<file path="src/rtl/core/pcf_pkg.sv">
package pcf_pkg;

  localparam int PRICE_W   = 39;
  localparam int SUM_W     = 40;
  localparam int PAYLOAD_W = 64;
  localparam int LEN_W     = 4;
  localparam int OFFSET_W  = 3;
  localparam int STATUS_W  = 3;

  localparam logic [LEN_W-1:0] PAYLOAD_BYTES = 4'd8;

  localparam logic CMD_WRITE = 1'b0;
  localparam logic CMD_READ  = 1'b1;

  localparam logic [STATUS_W-1:0] STATUS_QUEUED    = 3'd0;
  localparam logic [STATUS_W-1:0] STATUS_UNCHANGED = 3'd1;
  localparam logic [STATUS_W-1:0] STATUS_OVERFLOW  = 3'd2;
  localparam logic [STATUS_W-1:0] STATUS_EMPTY     = 3'd3;
  localparam logic [STATUS_W-1:0] STATUS_READ_OK   = 3'd4;

  typedef enum logic [1:0] {
    ST_IDLE,
    ST_DISPATCH,
    ST_WRITE,
    ST_RDATA
  } ctl_state_t;

  typedef struct packed {
    logic capture;
    logic decode;
    logic exec_write;
    logic read_issue;
    logic load_empty;
    logic load_read;
  } ctl_cmd_t;

  typedef struct packed {
    logic is_read;
    logic empty;
    logic slot_free;
  } dp_status_t;

  typedef struct packed {
    logic               direction;
    logic [PRICE_W-1:0] previous;
    logic [PRICE_W-1:0] current;
  } ring_entry_t;

endpackage

</file>
<file path="src/rtl/core/pcf_ctrl.sv">
module pcf_ctrl (
  input  logic                clk,
  input  logic                rst_n,
  input  logic                in_valid,
  output logic                in_stall,
  input  pcf_pkg::dp_status_t sts,
  output pcf_pkg::ctl_cmd_t   cmd
);

  pcf_pkg::ctl_state_t state_r;
  pcf_pkg::ctl_state_t state_nxt;

  always_ff @(posedge clk) begin
    if (!rst_n) begin
      state_r <= pcf_pkg::ST_IDLE;
    end else begin
      state_r <= state_nxt;
    end
  end

  always_comb begin
    state_nxt = state_r;
    case (state_r)
      pcf_pkg::ST_IDLE: begin
        if (in_valid) begin
          state_nxt = pcf_pkg::ST_DISPATCH;
        end
      end
      pcf_pkg::ST_DISPATCH: begin
        if (sts.is_read) begin
          if (!sts.empty) begin
            state_nxt = pcf_pkg::ST_RDATA;
          end else if (sts.slot_free) begin
            state_nxt = pcf_pkg::ST_IDLE;
          end
        end else begin
          state_nxt = pcf_pkg::ST_WRITE;
        end
      end
      pcf_pkg::ST_WRITE: begin
        if (sts.slot_free) begin
          state_nxt = pcf_pkg::ST_IDLE;
        end
      end
      pcf_pkg::ST_RDATA: begin
        if (sts.slot_free) begin
          state_nxt = pcf_pkg::ST_IDLE;
        end
      end
      default: begin
        state_nxt = pcf_pkg::ST_IDLE;
      end
    endcase
  end

  always_comb begin
    cmd      = '0;
    in_stall = 1'b1;
    case (state_r)
      pcf_pkg::ST_IDLE: begin
        in_stall    = 1'b0;
        cmd.capture = in_valid;
      end
      pcf_pkg::ST_DISPATCH: begin
        if (sts.is_read) begin
          if (sts.empty) begin
            cmd.load_empty = sts.slot_free;
          end else begin
            cmd.read_issue = 1'b1;
          end
        end else begin
          cmd.decode = 1'b1;
        end
      end
      pcf_pkg::ST_WRITE: begin
        cmd.exec_write = sts.slot_free;
      end
      pcf_pkg::ST_RDATA: begin
        cmd.load_read = sts.slot_free;
      end
      default: begin
        cmd = '0;
      end
    endcase
  end

endmodule

</file>
<file path="src/rtl/core/pcf_datapath.sv">
module pcf_datapath #(
  parameter int RING_DEPTH   = 16,
  parameter int DOLLAR_BYTES = 4
) (
  input  logic                                clk,
  input  logic                                rst_n,
  input  logic                                cfg_wr_en,
  input  logic [pcf_pkg::OFFSET_W-1:0]        cfg_wr_data,
  input  logic                                in_cmd,
  input  logic [pcf_pkg::PAYLOAD_W-1:0]       in_payload,
  input  logic [pcf_pkg::LEN_W-1:0]           in_length,
  output logic                                out_valid,
  input  logic                                out_stall,
  output logic [pcf_pkg::STATUS_W-1:0]        out_status,
  output logic                                out_direction,
  output logic [pcf_pkg::PRICE_W-1:0]         out_previous_price,
  output logic [pcf_pkg::PRICE_W-1:0]         out_current_price,
  input  pcf_pkg::ctl_cmd_t                   cmd,
  output pcf_pkg::dp_status_t                 sts
);

  localparam int PTR_W    = (RING_DEPTH > 1) ? $clog2(RING_DEPTH) : 1;
  localparam int DOLLAR_W = 8 * DOLLAR_BYTES;

  logic [pcf_pkg::OFFSET_W-1:0]  start_offset_r;
  logic                          cmd_r;
  logic [pcf_pkg::PAYLOAD_W-1:0] payload_r;
  logic [pcf_pkg::LEN_W-1:0]     length_r;
  logic [pcf_pkg::PRICE_W-1:0]   price_r;
  logic [pcf_pkg::PRICE_W-1:0]   price_nxt;
  logic [pcf_pkg::PRICE_W-1:0]   last_price_r;
  logic [PTR_W-1:0]              rptr_r;
  logic [PTR_W-1:0]              wptr_r;
  logic [PTR_W-1:0]              rptr_adv;
  logic [PTR_W-1:0]              wptr_adv;
  logic                          full;
  logic                          changed;
  logic                          do_queue;
  logic                          load_any;

  pcf_pkg::ring_entry_t ring_mem [RING_DEPTH];
  pcf_pkg::ring_entry_t rd_entry_r;
  pcf_pkg::ring_entry_t wr_entry;

  logic                          out_valid_r;
  logic [pcf_pkg::STATUS_W-1:0]  out_status_r;
  logic                          out_direction_r;
  logic [pcf_pkg::PRICE_W-1:0]   out_prev_r;
  logic [pcf_pkg::PRICE_W-1:0]   out_cur_r;

  always_ff @(posedge clk) begin
    if (!rst_n) begin
      start_offset_r <= '0;
    end else if (cfg_wr_en) begin
      start_offset_r <= cfg_wr_data;
    end
  end

  always_ff @(posedge clk) begin
    if (cmd.capture) begin
      cmd_r     <= in_cmd;
      payload_r <= in_payload;
      length_r  <= in_length;
    end
  end

  // price decode: cents byte at start_offset, little-endian dollar bytes after it
  always_comb begin
    logic [pcf_pkg::LEN_W-1:0] len_eff;
    logic [pcf_pkg::LEN_W-1:0] idx;
    logic [DOLLAR_W-1:0]       dollars;
    logic [7:0]                cents;
    logic [pcf_pkg::SUM_W-1:0] d_ext;
    logic [pcf_pkg::SUM_W-1:0] sum;
    len_eff = (length_r > pcf_pkg::PAYLOAD_BYTES) ? pcf_pkg::PAYLOAD_BYTES : length_r;
    cents   = payload_r[{start_offset_r, 3'b000} +: 8];
    dollars = '0;
    for (int k = 0; k < DOLLAR_BYTES; k++) begin
      idx = pcf_pkg::LEN_W'(start_offset_r) + pcf_pkg::LEN_W'(k + 1);
      if ((idx < len_eff) && !idx[pcf_pkg::LEN_W-1]) begin
        dollars[8*k +: 8] = payload_r[{idx[2:0], 3'b000} +: 8];
      end
    end
    d_ext = pcf_pkg::SUM_W'(dollars);
    // x100 = x64 + x32 + x4
    sum = (d_ext << 6) + (d_ext << 5) + (d_ext << 2) + pcf_pkg::SUM_W'(cents);
    price_nxt = sum[pcf_pkg::PRICE_W-1:0];
  end

  always_ff @(posedge clk) begin
    if (cmd.decode) begin
      price_r <= price_nxt;
    end
  end

  assign rptr_adv = (rptr_r == PTR_W'(RING_DEPTH - 1)) ? '0 : rptr_r + 1'b1;
  assign wptr_adv = (wptr_r == PTR_W'(RING_DEPTH - 1)) ? '0 : wptr_r + 1'b1;
  assign full     = (wptr_adv == rptr_r);
  assign changed  = (price_r != last_price_r);
  assign do_queue = cmd.exec_write && !full && changed;

  assign wr_entry.direction = (price_r < last_price_r);
  assign wr_entry.previous  = last_price_r;
  assign wr_entry.current   = price_r;

  always_ff @(posedge clk) begin
    if (!rst_n) begin
      rptr_r       <= '0;
      wptr_r       <= '0;
      last_price_r <= '0;
    end else begin
      if (do_queue) begin
        wptr_r       <= wptr_adv;
        last_price_r <= price_r;
      end
      if (cmd.read_issue) begin
        rptr_r <= rptr_adv;
      end
    end
  end

  always_ff @(posedge clk) begin
    if (do_queue) begin
      ring_mem[wptr_r] <= wr_entry;
    end
  end

  always_ff @(posedge clk) begin
    if (cmd.read_issue) begin
      rd_entry_r <= ring_mem[rptr_r];
    end
  end

  assign load_any = cmd.exec_write || cmd.load_empty || cmd.load_read;

  always_ff @(posedge clk) begin
    if (!rst_n) begin
      out_valid_r <= 1'b0;
    end else if (load_any) begin
      out_valid_r <= 1'b1;
    end else if (!out_stall) begin
      out_valid_r <= 1'b0;
    end
  end

  always_ff @(posedge clk) begin
    if (cmd.load_read) begin
      out_status_r    <= pcf_pkg::STATUS_READ_OK;
      out_direction_r <= rd_entry_r.direction;
      out_prev_r      <= rd_entry_r.previous;
      out_cur_r       <= rd_entry_r.current;
    end else if (cmd.load_empty || cmd.exec_write) begin
      out_direction_r <= 1'b0;
      out_prev_r      <= '0;
      out_cur_r       <= '0;
      if (cmd.load_empty) begin
        out_status_r <= pcf_pkg::STATUS_EMPTY;
      end else if (full) begin
        out_status_r <= pcf_pkg::STATUS_OVERFLOW;
      end else if (!changed) begin
        out_status_r <= pcf_pkg::STATUS_UNCHANGED;
      end else begin
        out_status_r <= pcf_pkg::STATUS_QUEUED;
      end
    end
  end

  assign sts.is_read   = (cmd_r == pcf_pkg::CMD_READ);
  assign sts.empty     = (rptr_r == wptr_r);
  assign sts.slot_free = !out_valid_r || !out_stall;

  assign out_valid          = out_valid_r;
  assign out_status         = out_status_r;
  assign out_direction      = out_direction_r;
  assign out_previous_price = out_prev_r;
  assign out_current_price  = out_cur_r;

endmodule

</file>
<file path="src/rtl/core/price_change_filter_fifo_unit.sv">
// Steps: a write passes capture, decode and output load; a read passes capture, ring
// read and output load (capture and output load for a read of an empty ring).
// out_valid rises when the output register is loaded; a load waits while a stalled
// result still holds that register. The controller holds one item at a time through
// capture, decode/ring access and output load; no new item is taken before that load.
// Reset (rst_n, synchronous): pointers, last price, start offset and out_valid
// clear; ring contents are not cleared.
module price_change_filter_fifo_unit #(
  parameter int RING_DEPTH   = 16,
  parameter int DOLLAR_BYTES = 4
) (
  input  logic                          clk,
  input  logic                          rst_n,
  input  logic                          cfg_wr_en,
  input  logic [pcf_pkg::OFFSET_W-1:0]  cfg_wr_data,
  input  logic                          in_valid,
  output logic                          in_stall,
  input  logic                          in_cmd,
  input  logic [pcf_pkg::PAYLOAD_W-1:0] in_payload,
  input  logic [pcf_pkg::LEN_W-1:0]     in_length,
  output logic                          out_valid,
  input  logic                          out_stall,
  output logic [pcf_pkg::STATUS_W-1:0]  out_status,
  output logic                          out_direction,
  output logic [pcf_pkg::PRICE_W-1:0]   out_previous_price,
  output logic [pcf_pkg::PRICE_W-1:0]   out_current_price
);

  pcf_pkg::ctl_cmd_t   ctl_cmd;
  pcf_pkg::dp_status_t dp_sts;

  pcf_ctrl u_ctrl (
    .clk      (clk),
    .rst_n    (rst_n),
    .in_valid (in_valid),
    .in_stall (in_stall),
    .sts      (dp_sts),
    .cmd      (ctl_cmd)
  );

  pcf_datapath #(
    .RING_DEPTH   (RING_DEPTH),
    .DOLLAR_BYTES (DOLLAR_BYTES)
  ) u_datapath (
    .clk                (clk),
    .rst_n              (rst_n),
    .cfg_wr_en          (cfg_wr_en),
    .cfg_wr_data        (cfg_wr_data),
    .in_cmd             (in_cmd),
    .in_payload         (in_payload),
    .in_length          (in_length),
    .out_valid          (out_valid),
    .out_stall          (out_stall),
    .out_status         (out_status),
    .out_direction      (out_direction),
    .out_previous_price (out_previous_price),
    .out_current_price  (out_current_price),
    .cmd                (ctl_cmd),
    .sts                (dp_sts)
  );

  a_busy_after_accept: assert property (@(posedge clk) disable iff (!rst_n)
    (in_valid && !in_stall) |=> in_stall)
    else $error("input not stalled while an item is in work");

  a_single_load: assert property (@(posedge clk) disable iff (!rst_n)
    (ctl_cmd.exec_write || ctl_cmd.load_empty || ctl_cmd.load_read) |->
      ($onehot({ctl_cmd.exec_write, ctl_cmd.load_empty, ctl_cmd.load_read})
       && dp_sts.slot_free))
    else $error("output register loaded while occupied or twice");

  a_no_pop_when_empty: assert property (@(posedge clk) disable iff (!rst_n)
    ctl_cmd.read_issue |-> !dp_sts.empty)
    else $error("ring read issued while empty");

  a_zero_fields: assert property (@(posedge clk) disable iff (!rst_n)
    (out_valid && (out_status != pcf_pkg::STATUS_READ_OK)) |->
      (!out_direction && (out_previous_price == '0) && (out_current_price == '0)))
    else $error("non-read result carries entry fields");

endmodule

</file>
<file path="config.mk">
export PLATFORM = sky130hd
export DESIGN_NAME = price_change_filter_fifo_unit
export DESIGN_NICKNAME = d
export VERILOG_FILES = /design/src/rtl/core/pcf_pkg.sv /design/src/rtl/core/pcf_ctrl.sv /design/src/rtl/core/pcf_datapath.sv /design/src/rtl/core/price_change_filter_fifo_unit.sv
export SDC_FILE = /design/constraint.sdc
export NUM_CORES = 2
export LEC_CHECK = 0
export ABC_AREA = 1
export BUFFER_PORTS_ARGS = -buffer_cell sky130_fd_sc_hd__buf_2
export CAP_MARGIN = 20
export CORE_ASPECT_RATIO = 1.1
export CORE_MARGIN = 2
export CORE_UTILIZATION = 50
export DETAILED_ROUTE_END_ITERATION = 6
export PLACE_DENSITY = 0.66
export SLEW_MARGIN = 20
export SYNTH_ARGS = -nofsm -noshare
export SYNTH_HDL_FRONTEND = slang
export SYNTH_HIERARCHICAL = 1
export SYNTH_SLANG_ARGS = --single-unit
</file>
<file path="constraint.sdc">
create_clock -name clk -period 25.3 [get_ports clk]
set_input_delay 1.265 -clock clk [delete_from_list [all_inputs] [get_ports clk]]
set_output_delay 1.265 -clock clk [all_outputs]
set_load 0.05 [all_outputs]
</file>
==> results_dict.tcl <==
set metrics [dict create \
    cp.required_ps 25850 \
    grt_use_total_pct 25.1 \
    synth_most_common_cell "edfxtp_1" \
    multi_input_area_mm2 0.0175 \
    nFillCells 11200 \
    vias_per_cell 5.69 \
    ys.flop_type "edfxtp_1" \
    yosys.area_share.simple_pct 12.5 \
    ant_nets 0 \
    synth_edf_count 1530 \
    clk_pin_slew_worst_paths_ps 60 \
    syn_area_per_cell_um2 11.9 \
    grt_max_degree 252 \
    die_area_mm2 0.137 \
    clkSinkCount 1586 \
    ys_async_sr_fraction_pct 0 \
    critPathLaunchType "flop" \
    antennaDiodeCount 0 \
    gp_congestion 0.902 \
    die_h_um 388 \
    ys_seq_area_share_pct 70.1 \
    synth-xor-area-share_pct 0.378 \
    hold_violations 0 \
    grt_pass1_wl_um 259000 \
    cts-resized-gates 0 \
    dpl.cell_count 7389 \
    layout_worst_path_cycle_share_pct 25.5 \
    synth_compound_area_share_pct 9.54 \
    ir_drop_v 0.0000670 \
    synth_top_area_share_pct 68.4 \
    synth_top_area_cell "edfxtp_1" \
    violations "DRC" \
    fin_crit_ps 6440 \
    synth_top_family_by_area "simple AND/OR/NAND/NOR gates" \
    postCtsHoldBufs 0 \
    drc 4 \
    yosys-top-cells-count "edfxtp_1, nor2_1, nand2_1" \
    register_area_mm2 0.0471 \
    netlist_top_cells_area "edfxtp_1, nor2_1, o21ai_0" \
    die_w_um 353 \
    p_leak_nw 27.2 \
    h-tree-depth 4 \
    p_per_area_mw_per_mm2 102 \
    rsz0062_at_grt "false" \
    drv_cap 0 \
    area_delta_synth_final_pct 11.0 \
    layout.nets 6004 \
    synth_fp_nets 5896 \
    crit_path_max_fanout 72 \
    setup_viol 0 \
    cts_setup_buffers 0 \
    drt_iter0_drc 4768 \
    hold_class "reg -> reg" \
    tightest_slew_ps 1140 \
    synth_adder_area_share_pct 3.41 \
    root_buffer "clkbuf_16" \
    outcome "finished, violations left" \
    initial_core_util_pct 50.2 \
    cts_buffers 157 \
    dp_hpwl_um 98300 \
    synth_mux_area_share_pct 0.0298 \
    critPathKind "reg -> reg" \
    rows 141 \
    antenna_found_initial 2 \
    port-buffer-count 160 \
    grt_overflow_total 0 \
    clk_path_buf_depth 3 \
    ys_types 42 \
    slew_viol_final 0 \
    drtPass1Iterations 7 \
    cp.arrival_ps 6980 \
    wl_per_cell_um 22.6 \
    vias 43600 \
    grt_pass1_vias 41600 \
    io_pins 161 \
    drive_above_1_share_pct 8.74 \
    synth_cells 5654 \
    insertion_delay_ps 790 \
    fmax_mhz 155 \
    final_cells 7665 \
    slew_headroom_pct 23.9 \
    synth-seq-cells 1586 \
    wl_um 174000 \
    synth_area_mm2 0.0672 \
    design.core.area_mm2 0.134 \
    tns_ps 0 \
    yosys_warnings 6 \
    cts_tree "yes" \
    fin_skew_ps 26.1 \
    end_kind "flop" \
]
## per-stage QoR
| step | hold slack (ps) | utilization (%) | worst slack, ps | cell area, um^2 | total power, W |
|---|---|---|---|---|---|
| 2_1_floorplan | 481 | - | 17160 | 67200 | 0.00482 |
| 3_3_place_gp | 430 | 52.1 | 18990 | 69700 | 0.00541 |
| 3_5_place_dp | 435 | 52.1 | 18950 | 69700 | 0.00544 |
| 4_1_cts | 449 | 55.7 | 18930 | 74500 | 0.00767 |
| 5_1_grt | 472 | 55.8 | 18200 | 74600 | 0.00801 |
| 6_report | 453 | 55.8 | 18860 | 74600 | 0.00762 |
## power by group
group	internal [W]	switching, W
clock network	0.00127	0.000964
logic	0.000543	0.00137
registers	0.00329	0.000192
total	0.00510	0.00252
## final cells by class
class | count | share of cell area, %
Clock buffer | 204 | 5.62
Clock inverter | 71 | 0.886
Inverter | 360 | 1.83
Multi-Input combinational cell | 3397 | 23.4
Sequential cell | 1586 | 63.1
Tap cell | 1787 | 3.00
Timing Repair Buffer | 260 | 2.12
## worst paths after layout
check	startpoint	end	slack, ps	cells past startpoint
max	u_datapath/start_offset_r[0]$_SDFFE_PN0P_	u_datapath/price_r[36]$_DFFE_PP_	18860	23
min reg2reg	u_datapath/out_status[2]$_SDFFE_PP1P_	u_datapath/out_status[2]$_SDFFE_PP1P_	450	2
max reg2reg	u_datapath/start_offset_r[0]$_SDFFE_PN0P_	u_datapath/price_r[36]$_DFFE_PP_	18860	23
min	u_datapath/out_status[2]$_SDFFE_PP1P_	u_datapath/out_status[2]$_SDFFE_PP1P_	450	2
## sequential cells by signal (all words and copies together) (netlist names)
name,flops
u_datapath/out_valid,1
u_datapath/ring_mem,1264
u_datapath/price_r,39
u_ctrl/state_r,2
u_datapath/cmd_r,1
u_datapath/last_price_r,39
u_datapath/length_r,4
u_datapath/wptr_r,4
u_datapath/out_status,3
u_datapath/out_previous_price,39
u_datapath/rd_entry_r,79
u_datapath/out_direction,1
u_datapath/rptr_r,4
u_datapath/start_offset_r,3
u_datapath/payload_r,64
u_datapath/out_current_price,39
## layout by cell type (no fill, tap or decap), drive strengths merged, types with 5 or more instances in the layout
cell type / synthesis / routed
edfxtp: 1530 / 1530
nor2: 1157 / 1157
nand2: 735 / 735
o21ai: 636 / 636
inv: 357 / 362
buf: 135 / 260
clkbuf: 176 / 204
nand3: 191 / 191
o211ai: 161 / 161
o32ai: 158 / 158
ha: 135 / 135
a21oi: 97 / 97
dfxtp: 56 / 56
clkinv: 3 / 54
fa: 30 / 30
nor3: 26 / 26
xor2: 21 / 21
nand4: 18 / 18
bufinv: 0 / 10
o21bai: 6 / 6
a22o: 6 / 6
clkinvlp: 0 / 5
xnor2: 5 / 5
## logic make-up (layout without fill, tap and decap cells)
family / Yosys count / after routing
simple gates: 2134 / 2134
xor+xnor: 26 / 26
fa+ha+maj: 165 / 165
compound gates: 1070 / 1070
mux: 2 / 2
buf+inv: 671 / 895
flops: 1586 / 1586
## worst max-delay path: stages, from the launching register on
cell     delay [ps]
dfxtp_2         310
buf_4           440
inv_2           520
ha_1            450
buf_4           240
inv_1           730
ha_1            380
a21oi_1         150
nor2_1           50
o21ai_0         140
nand2_1          70
inv_1           190
nand3_1         240
fa_1            570
inv_1            50
ha_1            270
ha_1            410
nand2_1         150
nor2_1          180
inv_1            80
o21ai_0         260
a21oi_1         140
nand3_1          90
nand2_1          50
## metal layers
layer	part of all wire (%)	wire (um)	vias to the layer above	track usage [%]
li1	-	-	20200	-
met1	41	70800	21400	33.2
met2	50	86400	1634	42.9
met3	6.8	11700	283	3.71
met4	2.7	4650	0	7.78
met5	0	0	-	0
Note: power is estimated with default switching activity, not from simulation.
